--- src/rtl/core/ikur_delay.sv ---
// Enabled shift-register delay line for side data.
module ikur_delay #(
    parameter int WIDTH = 8,
    parameter int DEPTH = 4
) (
    input  logic             aclk,
    input  logic             en,
    input  logic [WIDTH-1:0] din,
    output logic [WIDTH-1:0] dout
);
    logic [WIDTH-1:0] pipe_reg [DEPTH];

    // shift one place per advancing cycle
    always_ff @(posedge aclk) begin
        if (en) begin
            pipe_reg[0] <= din;
            for (int i = 1; i < DEPTH; i++) begin
                pipe_reg[i] <= pipe_reg[i-1];
            end
        end
    end

    assign dout = pipe_reg[DEPTH-1];
endmodule

--- config.mk ---
export PLATFORM = sky130hd
export DESIGN_NAME = ikur_delay
export DESIGN_NICKNAME = d
export VERILOG_FILES = /design/src/rtl/core/ikur_delay.sv
export SDC_FILE = /design/constraint.sdc
export NUM_CORES = 1
export LEC_CHECK = 0
export ABC_CLOCK_PERIOD_IN_PS = 1240
export BUFFER_PORTS_ARGS = -buffer_cell sky130_fd_sc_hd__buf_4
export CORE_MARGIN = 3
export CORE_UTILIZATION = 30
export DETAILED_ROUTE_END_ITERATION = 8
export HOLD_SLACK_MARGIN = 0.05
export PLACE_DENSITY = 0.56
export SLEW_MARGIN = 20
export SYNTH_ARGS = -nofsm -noshare
export SYNTH_HDL_FRONTEND = slang
export SYNTH_SLANG_ARGS = --single-unit
--- constraint.sdc ---
create_clock -name aclk -period 1.24 [get_ports aclk]
set_clock_uncertainty 0.2 [all_clocks]
set_input_delay 0.248 -clock aclk [delete_from_list [all_inputs] [get_ports aclk]]
set_output_delay 0.248 -clock aclk [all_outputs]
set_load 0.02 [all_outputs]
Yosys cells after proc, flatten, opt, wreduce, memory -nomap -nowiden
Memories as Yosys holds them, arrays and structs flattened.
Index checks and enable logic that the tools add are counted.
Word-level totals
  register bits: 0
  bits in latches: 0
  memory bits (writable): 32
  bits in read-only memories: 0
  input port bits: 10
  output and inout port bits: 8
  word-level logic and storage cells: 3
  memories kept: 1
Memories
  pipe_reg: words 4, width 8, read ports 4, clocked after memory_dff 0, write ports 4, line 11  | logic [WIDTH-1:0] pipe_reg [DEPTH];
Operators by class
  add/sub/neg operators: 0
  multipliers: 0
  div/mod/pow operators: 0
  $lt $le $gt $ge: 0
  eq/ne operators: 0
  shifts and indexed selects: 0
  mux-type cells: 2
  bitwise gates (word level): 0
  reductions and logical operators: 0
Operators by type and width (number)
  1-bit 2-to-1 mux: 2

Logic depth before layout (Yosys ltp)
  depth in word-level cells: 2
  mapped depth: 0
  gate-level depth less buffers: 0

Worst setup path after synthesis
OpenSTA, ideal clock, no wires.
  path type: register to output
  start: memory pipe_reg[3][0]
  end: output port dout[0]
  arrival: 0.449 ns
  slack: 0.343 ns
  stages on the path, launching flop included: 1
  buffers on the path: 0
  cells stage by stage: edfxtp_1
RTL lines
  start: declaration: line 11
  end: declaration: line 9  | output logic [WIDTH-1:0] dout

==> impl_results.md <==
- Max Cap Violations: 0
- WP data required: around 0.79 ns
- Cts bufs inserted: 5
- Min Clock Period, post-route: about 1.3 ns
- Reg clk slew, reported paths: ~0.08 ns
- Routed WL: ~930 um
- Core ar.: just under 3000 um2
- Synth Register Bits: 32
- CP top delay family: flip-flops
- Initial Util: approximately a third
- Vias/cell: around 3.7
- Hold Path Origin: en
- Post-route clock period utilization: 104%
- Nets: 77
- Crit path kind: reg -> out
- Crit Path Max Fanout: 1
- Total grt overflow: 0
- FF/Latch Area: ~960 um2
- Setup TNS: -0.310 ns
- Max Slew Vio Count: 0
- Sequential area share after synthesis: 100%
- DIE AREA: between 3000 and 4000 um2
- Largest net degree at the start of global routing: 15
- Critical Path AT: 0.84 ns
- Worst slew pin tran: 0.217 ns
- Layout area overhead: 40.5%
- Die H: 62.6 um
- Max FFs per register: 32
- CP startpoint: pipe_reg[3][5]
- Failing checks: setup timing
- Run status: complete, but fails checks
- F_max: just under 800 MHz
- Rows: 19
- CP Capture Type: output port
- CP Launch Type: register
- Slew margin rel.: 85.5%
- Leak: approximately 0.49 nW
- # fillers: approximately 270
- Setup violations, final: 11
- DIE WIDTH: roughly 63 um
- Area taken by multi-input logic gates: 0 um2
- Synth Cell Area: ~960 um2
- Worst hold slack: between 0.1 and 0.15 ns
- RePlAce Congestion: between 0.5 and 0.6
- Max stage delay on crit path: 0.39 ns
- First-pass detailed-route iteration total: 2
- CP max stage cell: edfxtp_1
- N_diodes: 0
- Final hold vios: 0
- CTS tree: built
- Tot GR Track Use: 5.70%
- Post-synth cell types: 1
- # IOs: 18
- Root buf cell: clkbuf_4
- Cells after DPL: slightly above 90
- Max VDD drop: roughly 0.67 mV
- Synth Area per Inst: 30.0 um2
- Vias in the first global route: ~360
- Worst hold path type: in -> reg
- Syn_nets: between 40 and 50
- ANT nets after route: 0
- #MultiIn Comb: 0
- Htree depth: 2
- Initial antenna violation count: 0
- Fin cells: 110
- Initial DRC count: 2
- Vias: 403
- WL per Instance: ~8.5 um
- Residual DRC: 0
- RSZ-0062 raised after global routing: true
- RR Startpoint: pipe_reg[0][5]
- IO buf count: 17
- Buffers & Inverters on Critical Path: 1
- CTS sink count: 32
- CTS Buffer Depth: 2
- Clk_lat worst skew: slightly above 0.3 ns
- Share of post-route cells with drive strength above 1: about a third
- Setup WS post-layout: -0.0472 ns
- Post-CTS setup buffers: 0
- YS warnings: 0
- Crit-path cells: buf_6
- Cell count after synthesis: 32
- Cell Pwr Density: between 1000 and 1500 nW/um2
- First-pass GRT wire length: 1.52 mm
## timing repair
item                                    in CTS  in global routing
hold endpoints to repair                    13                  5
endpoints found under the setup margin       8                 13
resized for setup                            2                  6
hold buffers                                 9                  1
## worst paths after layout
check | end | slack [ns] | cells past startpoint
worst max-delay path | dout[5] | -0.05 | 1
worst min-delay path | pipe_reg[2][5] | 0.13 | 2
worst max register to register | pipe_reg[1][5] | 0.42 | 0
worst min register to register | pipe_reg[2][2] | 0.22 | 0
## final cells by class
class	count	area share (%)
tap	42	3.89
clock buffer	7	3.34
sequential	32	71.2
timing repair buffer	28	21.3
clock inverter	1	0.278
## placed cells by master, fill, tap and decap left out
master | Yosys | final
buf_12 | 0 | 2
buf_4 | 0 | 9
buf_6 | 0 | 8
clkbuf_1 | 0 | 2
clkbuf_4 | 0 | 5
clkinv_1 | 0 | 1
dlygate4sd3_1 | 0 | 9
edfxtp_1 | 32 | 32
## power breakdown
part           internal (mW)  switching (mW)  total, mW
registers               1.27          0.0171       1.29
clock network          0.218           0.286      0.504
logic                 0.0748          0.0503      0.125
total                   1.56           0.354       1.92
## through the flow
| step | utilization (%) | area (um2) | setup WS (ns) | total power [mW] |
|---|---|---|---|---|
| 6_report | 46.5 | 1350 | -0.0472 | 1.92 |
| 3_5_place_dp | 40.7 | 1180 | 0.176 | 1.41 |
| 4_1_cts | 45.8 | 1330 | -0.0773 | 1.95 |
| 2_1_floorplan | - | 961 | 0.343 | 1.33 |
| 3_3_place_gp | 40.7 | 1180 | 0.182 | 1.40 |
| 5_1_grt | 46.5 | 1350 | -0.122 | 2.02 |
## kinds of logic (layout without fill, tap and decap cells)
kind of cell / Yosys count / after routing / synth area share [%]
buffers and inverters: 0 / 36 / 0
flip-flops: 32 / 32 / 100
## cell usage after synthesis (all sizes together)
master / instances / area (um2)
edfxtp: 32 / 961
## per-layer routing
layer  up-vias  GRT usage, %  routed length [um]
li1        204             -                   -
met1       181          5.16                 395
met2        16          7.59                 446
met3         2          6.29                  77
met4         0          3.31                  12
met5         -             0                   0
Power figures use the tool's default switching activity.
