`config.mk`:
```
export PLATFORM = sky130hd
export DESIGN_NAME = ikur_div
export DESIGN_NICKNAME = d
export VERILOG_FILES = /design/src/rtl/core/ikur_div.sv
export SDC_FILE = /design/constraint.sdc
export NUM_CORES = 2
export LEC_CHECK = 0
export ABC_CLOCK_PERIOD_IN_PS = 3200
export BUFFER_PORTS_ARGS = -buffer_cell sky130_fd_sc_hd__buf_2
export CORE_MARGIN = 2
export CORE_UTILIZATION = 35
export DETAILED_ROUTE_END_ITERATION = 16
export HOLD_SLACK_MARGIN = 0.1
export PLACE_DENSITY = 0.53
export REMOVE_ABC_BUFFERS = 1
export SYNTH_ARGS = -nofsm -noshare
export SYNTH_HDL_FRONTEND = slang
export SYNTH_SLANG_ARGS = --single-unit
```
`constraint.sdc`:
```
create_clock -name aclk -period 3.2 [get_ports aclk]
set_input_delay 0.48 -clock aclk [delete_from_list [all_inputs] [get_ports aclk]]
set_output_delay 0.48 -clock aclk [all_outputs]
set_load 0.01 [all_outputs]
```
`src/rtl/core/ikur_div.sv`:
```
// Pipelined restoring divider, one quotient bit per stage.
module ikur_div #(
    parameter int NUM_W = 51,
    parameter int DEN_W = 32,
    parameter int Q_W   = 32
) (
    input  logic             aclk,
    input  logic             en,
    input  logic [NUM_W-1:0] num,
    input  logic [DEN_W-1:0] den,
    output logic [Q_W-1:0]   quo
);
    // remainder, low dividend bits turning into quotient bits, divisor
    logic [DEN_W-1:0] rem_reg [Q_W];
    logic [Q_W-1:0]   low_reg [Q_W];
    logic [DEN_W-1:0] den_reg [Q_W];

    for (genvar i = 0; i < Q_W; i++) begin : g_step
        logic [DEN_W-1:0] rem_in;
        logic [Q_W-1:0]   low_in;
        logic [DEN_W-1:0] den_in;
        logic [DEN_W:0]   trial;
        logic             ge;

        // upper dividend bits are below the divisor by construction
        if (i == 0) begin : g_first
            assign rem_in = DEN_W'(num[NUM_W-1:Q_W]);
            assign low_in = num[Q_W-1:0];
            assign den_in = den;
        end else begin : g_next
            assign rem_in = rem_reg[i-1];
            assign low_in = low_reg[i-1];
            assign den_in = den_reg[i-1];
        end

        assign trial = {rem_in, low_in[Q_W-1]};
        assign ge    = trial >= {1'b0, den_in};

        always_ff @(posedge aclk) begin
            if (en) begin
                rem_reg[i] <= ge ? DEN_W'(trial - {1'b0, den_in}) : DEN_W'(trial);
                low_reg[i] <= {low_in[Q_W-2:0], ge};
                den_reg[i] <= den_in;
            end
        end
    end

    assign quo = low_reg[Q_W-1];
endmodule

```
# Word-level counts from Yosys, hierarchy flattened
# Memories as Yosys holds them, arrays and structs flattened.
# Index checks and enable logic that the tools add are counted.
# classes
order_cmp	32
add_sub_neg	32
mux	34
# ops
cell	n
$mux 32	32
$ge 33x32->1	31
$sub 32x32->32	31
$ge 20x32->1	1
$sub 20x32->32	1
$mux 1	2
# totals
mem_count	3
ff_bits	0
ramBits	3072
# memory_table
name	words	word_bits	read_ports	rd_ports_with_merged_regs	wr	line	source
den_reg	32	32	31	0	32	16	logic [DEN_W-1:0] den_reg [Q_W];
low_reg	32	32	32	0	32	15	logic [Q_W-1:0] low_reg [Q_W];
rem_reg	32	32	31	0	32	14	logic [DEN_W-1:0] rem_reg [Q_W];

# Logic depth before layout (Yosys ltp)
# An unclocked memory read counts as a cell.
# depth
ltp_word	3
depth_mapped	16
ltp_nobuf	14

# Worst setup path before layout
# Ideal clock, no wire load.
# synth_path
path_kind	flip-flop to flip-flop
from	memory den_reg[7][1]
to	memory rem_reg[8][24], data pin
path_buffers	1
path_stages_with_launch	15
t_arrival_ps	3207
period_less_slack_ps	3466
setup_slack_ps	-266
path_cell_list	edfxtp_1 -> inv_1 -> ha_1 -> nor2b_1 -> o21ai_1 -> a21boi_1 -> o31ai_1 -> a31oi_1 -> a41oi_1 -> a211o_1 -> and2_2 -> a211oi_2 -> a2111oi_4 -> buf_6 -> mux2_2
# synth_lines
item	line
start, declared	16
end, declared	14

==> qor.csv <==
metric;value;unit
Util after Layout;47.2;%
GPL Wtd Cong;0.866;
P per Cell Area;1040;nW/um^2
clock sink total;3008;
first-pass GRT wire length;585000;microns
largest net degree at the start of global routing;95;
CTS tree;built;
initial antenna violation count;9;
drt total wl;390000;microns
Worst Setup SP;den_reg[27][3]$_DFFE_PP_;
Inserted Clock Buffers;349;
all-layer global routing usage;16.5;%
Worst path most repeated cell;buf_4;
CP cell instances;inv_2 -> ha_4 -> a21o_1 -> a21oi_2 -> nand2_2 -> a311oi_2 -> buf_4 -> o31ai_4 -> a21boi_2 -> o21ai_2 -> a31oi_2 -> o211ai_1 -> a41oi_4 -> buf_4 -> buf_6 -> buf_16 -> mux2_2;
number of global-route vias before repair;105000;
Via-to-Cell Ratio;4.87;
CTS clock-pin slew for the worst setup and hold paths;60;ps
total number of yosys warnings;0;
min Tclk post-route;3680;ps
CP endpoint kind;flip-flop;
Rows;243;
worst slew pin tran;733;ps
height of the chip;666;microns
final cycle utilization of the critical path;115;%
Yosys cell types;100;
EDFF count, synth;3008;
Post-DRT Antenna Nets;0;
area of placed instances;180000;sq um
Worst Path Arrival;4370;ps
port bufs;116;
share of flip-flops with an asynchronous set or reset;0;%
critical path's slowest cell;edfxtp_1;
worst path bufs/invs;5;
CP max stage delay;410;ps
initial drt markers;6585;
Synth Flop Type;edfxtp_1;
max reg flops;1024;
Hold Path Class;input port to flip-flop;
DRC viols;0;
flops & latches, synth;3008;
nets;17000;
CTS H-tree lvls;5;
commonest non-fill, non-tap cell in the layout;edfxtp_1;
Pre-antenna DRT Iters;5;
WL/cell;17.8;microns
Seq/Total Area, Yosys;58.8;%
Final Hold Viols;0;
CTS Root Cell;clkbuf_16;
Die W;666;microns
failing checks;negative setup slack;
status;finished with violations;
post-route setup slack;-477;ps
Lkg Pwr;86.0;nW
Hold Crit Start;num[15];
Post-Layout Inst Area;207000;sq um
fmax;0.272;GHz
count of final setup violators;798;
WP data required;3890;ps
clk_lat worst skew;970;ps
RSZ-0062 raised after global routing;true;
most frequent cells in the layout;3008 x edfxtp_1, 2585 x buf_4, 1211 x inv_1;
pins over their slew limit;0;
max-cap viol count;0;
Max IR drop VDD;0.000575;V
post-synthesis instance total;12600;
Max FO, Critical Path;16;
Crit path max-delay family;compound AO/OA/AOI/OAI gates;
slew margin rel.;51.1;%
WS Path Type;flip-flop to flip-flop;
Die Area;444000;sq um
Ports;117;
layout cells sized above 1;32.2;%
reg2reg start;den_reg[27][3]$_DFFE_PP_;
Detailed Place HPWL;274000;microns
Max Clock Skew;55.9;ps
grt total ovfl;0;
Initial Util;35.1;%
Placement Setup Slack;-946;ps
Mapped Area;154000;sq um
area of the core;438000;sq um
via count;107000;
Area Overhead vs Synth;34.6;%
setup TNS;-162170;ps
Startpoint Class;flip-flop;
clock buffer depth;4;
post-synthesis average cell area;12.1;sq um
==> final cells by class <==
class,instances,area [sq um]
Antenna cell,1,2.50
Fill cell,39200,231000
Timing Repair Buffer,3173,27700
Clock buffer,417,9120
Clock inverter,205,2050
Multi-Input combinational cell,8098,65500
Tap cell,5757,7200
Inverter,1270,4800
Sequential cell,3008,90300
==> worst register-to-register path: stages, from the launching register on <==
cell and delay (ps):
edfxtp_1 410, inv_2 90, ha_4 210, a21o_1 190, a21oi_2 150, nand2_2 70, a311oi_2 260, buf_4 180
o31ai_4 70, a21boi_2 200, o21ai_2 120, a31oi_2 240, o211ai_1 180, a41oi_4 270, buf_4 150, buf_6 120
buf_16 160, mux2_2 340
==> Yosys cell counts, types with 69 or more instances <==
master,count,area [sq um]
edfxtp_1,3008,90300
inv_1,1268,4760
ha_1,1012,12700
nand2_1,953,3580
a21oi_1,911,4560
o21ai_0,874,4370
nor2_1,619,2320
xnor2_1,494,4330
a21o_1,485,3640
mux2_2,340,3830
xor2_1,329,2880
nand3_1,196,981
clkbuf_1,165,619
nand4_1,158,988
nor2b_1,149,932
nand2b_1,148,926
nor3_1,142,711
o21a_1,130,976
a31oi_1,101,632
o21bai_1,94,706
a211oi_1,81,608
o31ai_1,80,601
and3_1,70,438
buf_2,69,345
==> logic make-up (layout without fill, tap and decap cells) <==
family / Yosys count / in the layout / share of synthesized area (%)
DFF: 3008 / 3008 / 58.8
buffers and inverters: 1538 / 5065 / 3.89
AOI/OAI and AO/OA: 3189 / 3191 / 13.1
other: 0 / 1 / 0
and+or+nand+nor: 2666 / 2666 / 8.14
xor gates and xnor gates: 823 / 823 / 4.69
muxes: 375 / 375 / 2.72
adders and majority gates: 1043 / 1043 / 8.65
==> repair_timing <==
item	4_1_cts	5_1_grt
setup buffers	155	318
pin swaps	264	702
hold buffers	84	0
endpoints found under the setup margin	989	1019
resized for setup	699	1712
cloned	39	55
hold endpoints to repair	110	0
==> power by group <==
part / total (mW) / internal [mW] / switching (mW)
combinational: 113 / 58.8 / 54.4
sequential: 62.4 / 56.6 / 5.78
clock: 39.3 / 22.9 / 16.4
==> routing by layer <==
layer	track usage (%)	part of all wire, %
met2	28.7	49
met3	2.11	3.5
met1	21.5	44
met4	4.48	2.9
met5	0	0
==> final timing paths <==
kind                            cells after the start  slack [ps]                   endpoint
worst max-delay path                               17        -480  rem_reg[28][31]$_DFFE_PP_
worst min-delay path                                2         240   low_reg[0][16]$_DFFE_PP_
worst max register to register                     17        -480  rem_reg[28][31]$_DFFE_PP_
worst min register to register                      0         380  low_reg[17][12]$_DFFE_PP_
==> per-stage QoR <==
| stage | hold WS [ps] | cells | power (mW) |
|---|---|---|---|
| after floorplan | 400 | 12400 | 115 |
| after global placement | 400 | 20700 | 151 |
| after detailed placement | 405 | 20700 | 151 |
| after CTS | 140 | 21600 | 201 |
| after global routing | 187 | 21900 | 229 |
| final | 243 | 21900 | 215 |
No activity file was read; power rests on OpenSTA's default activity.
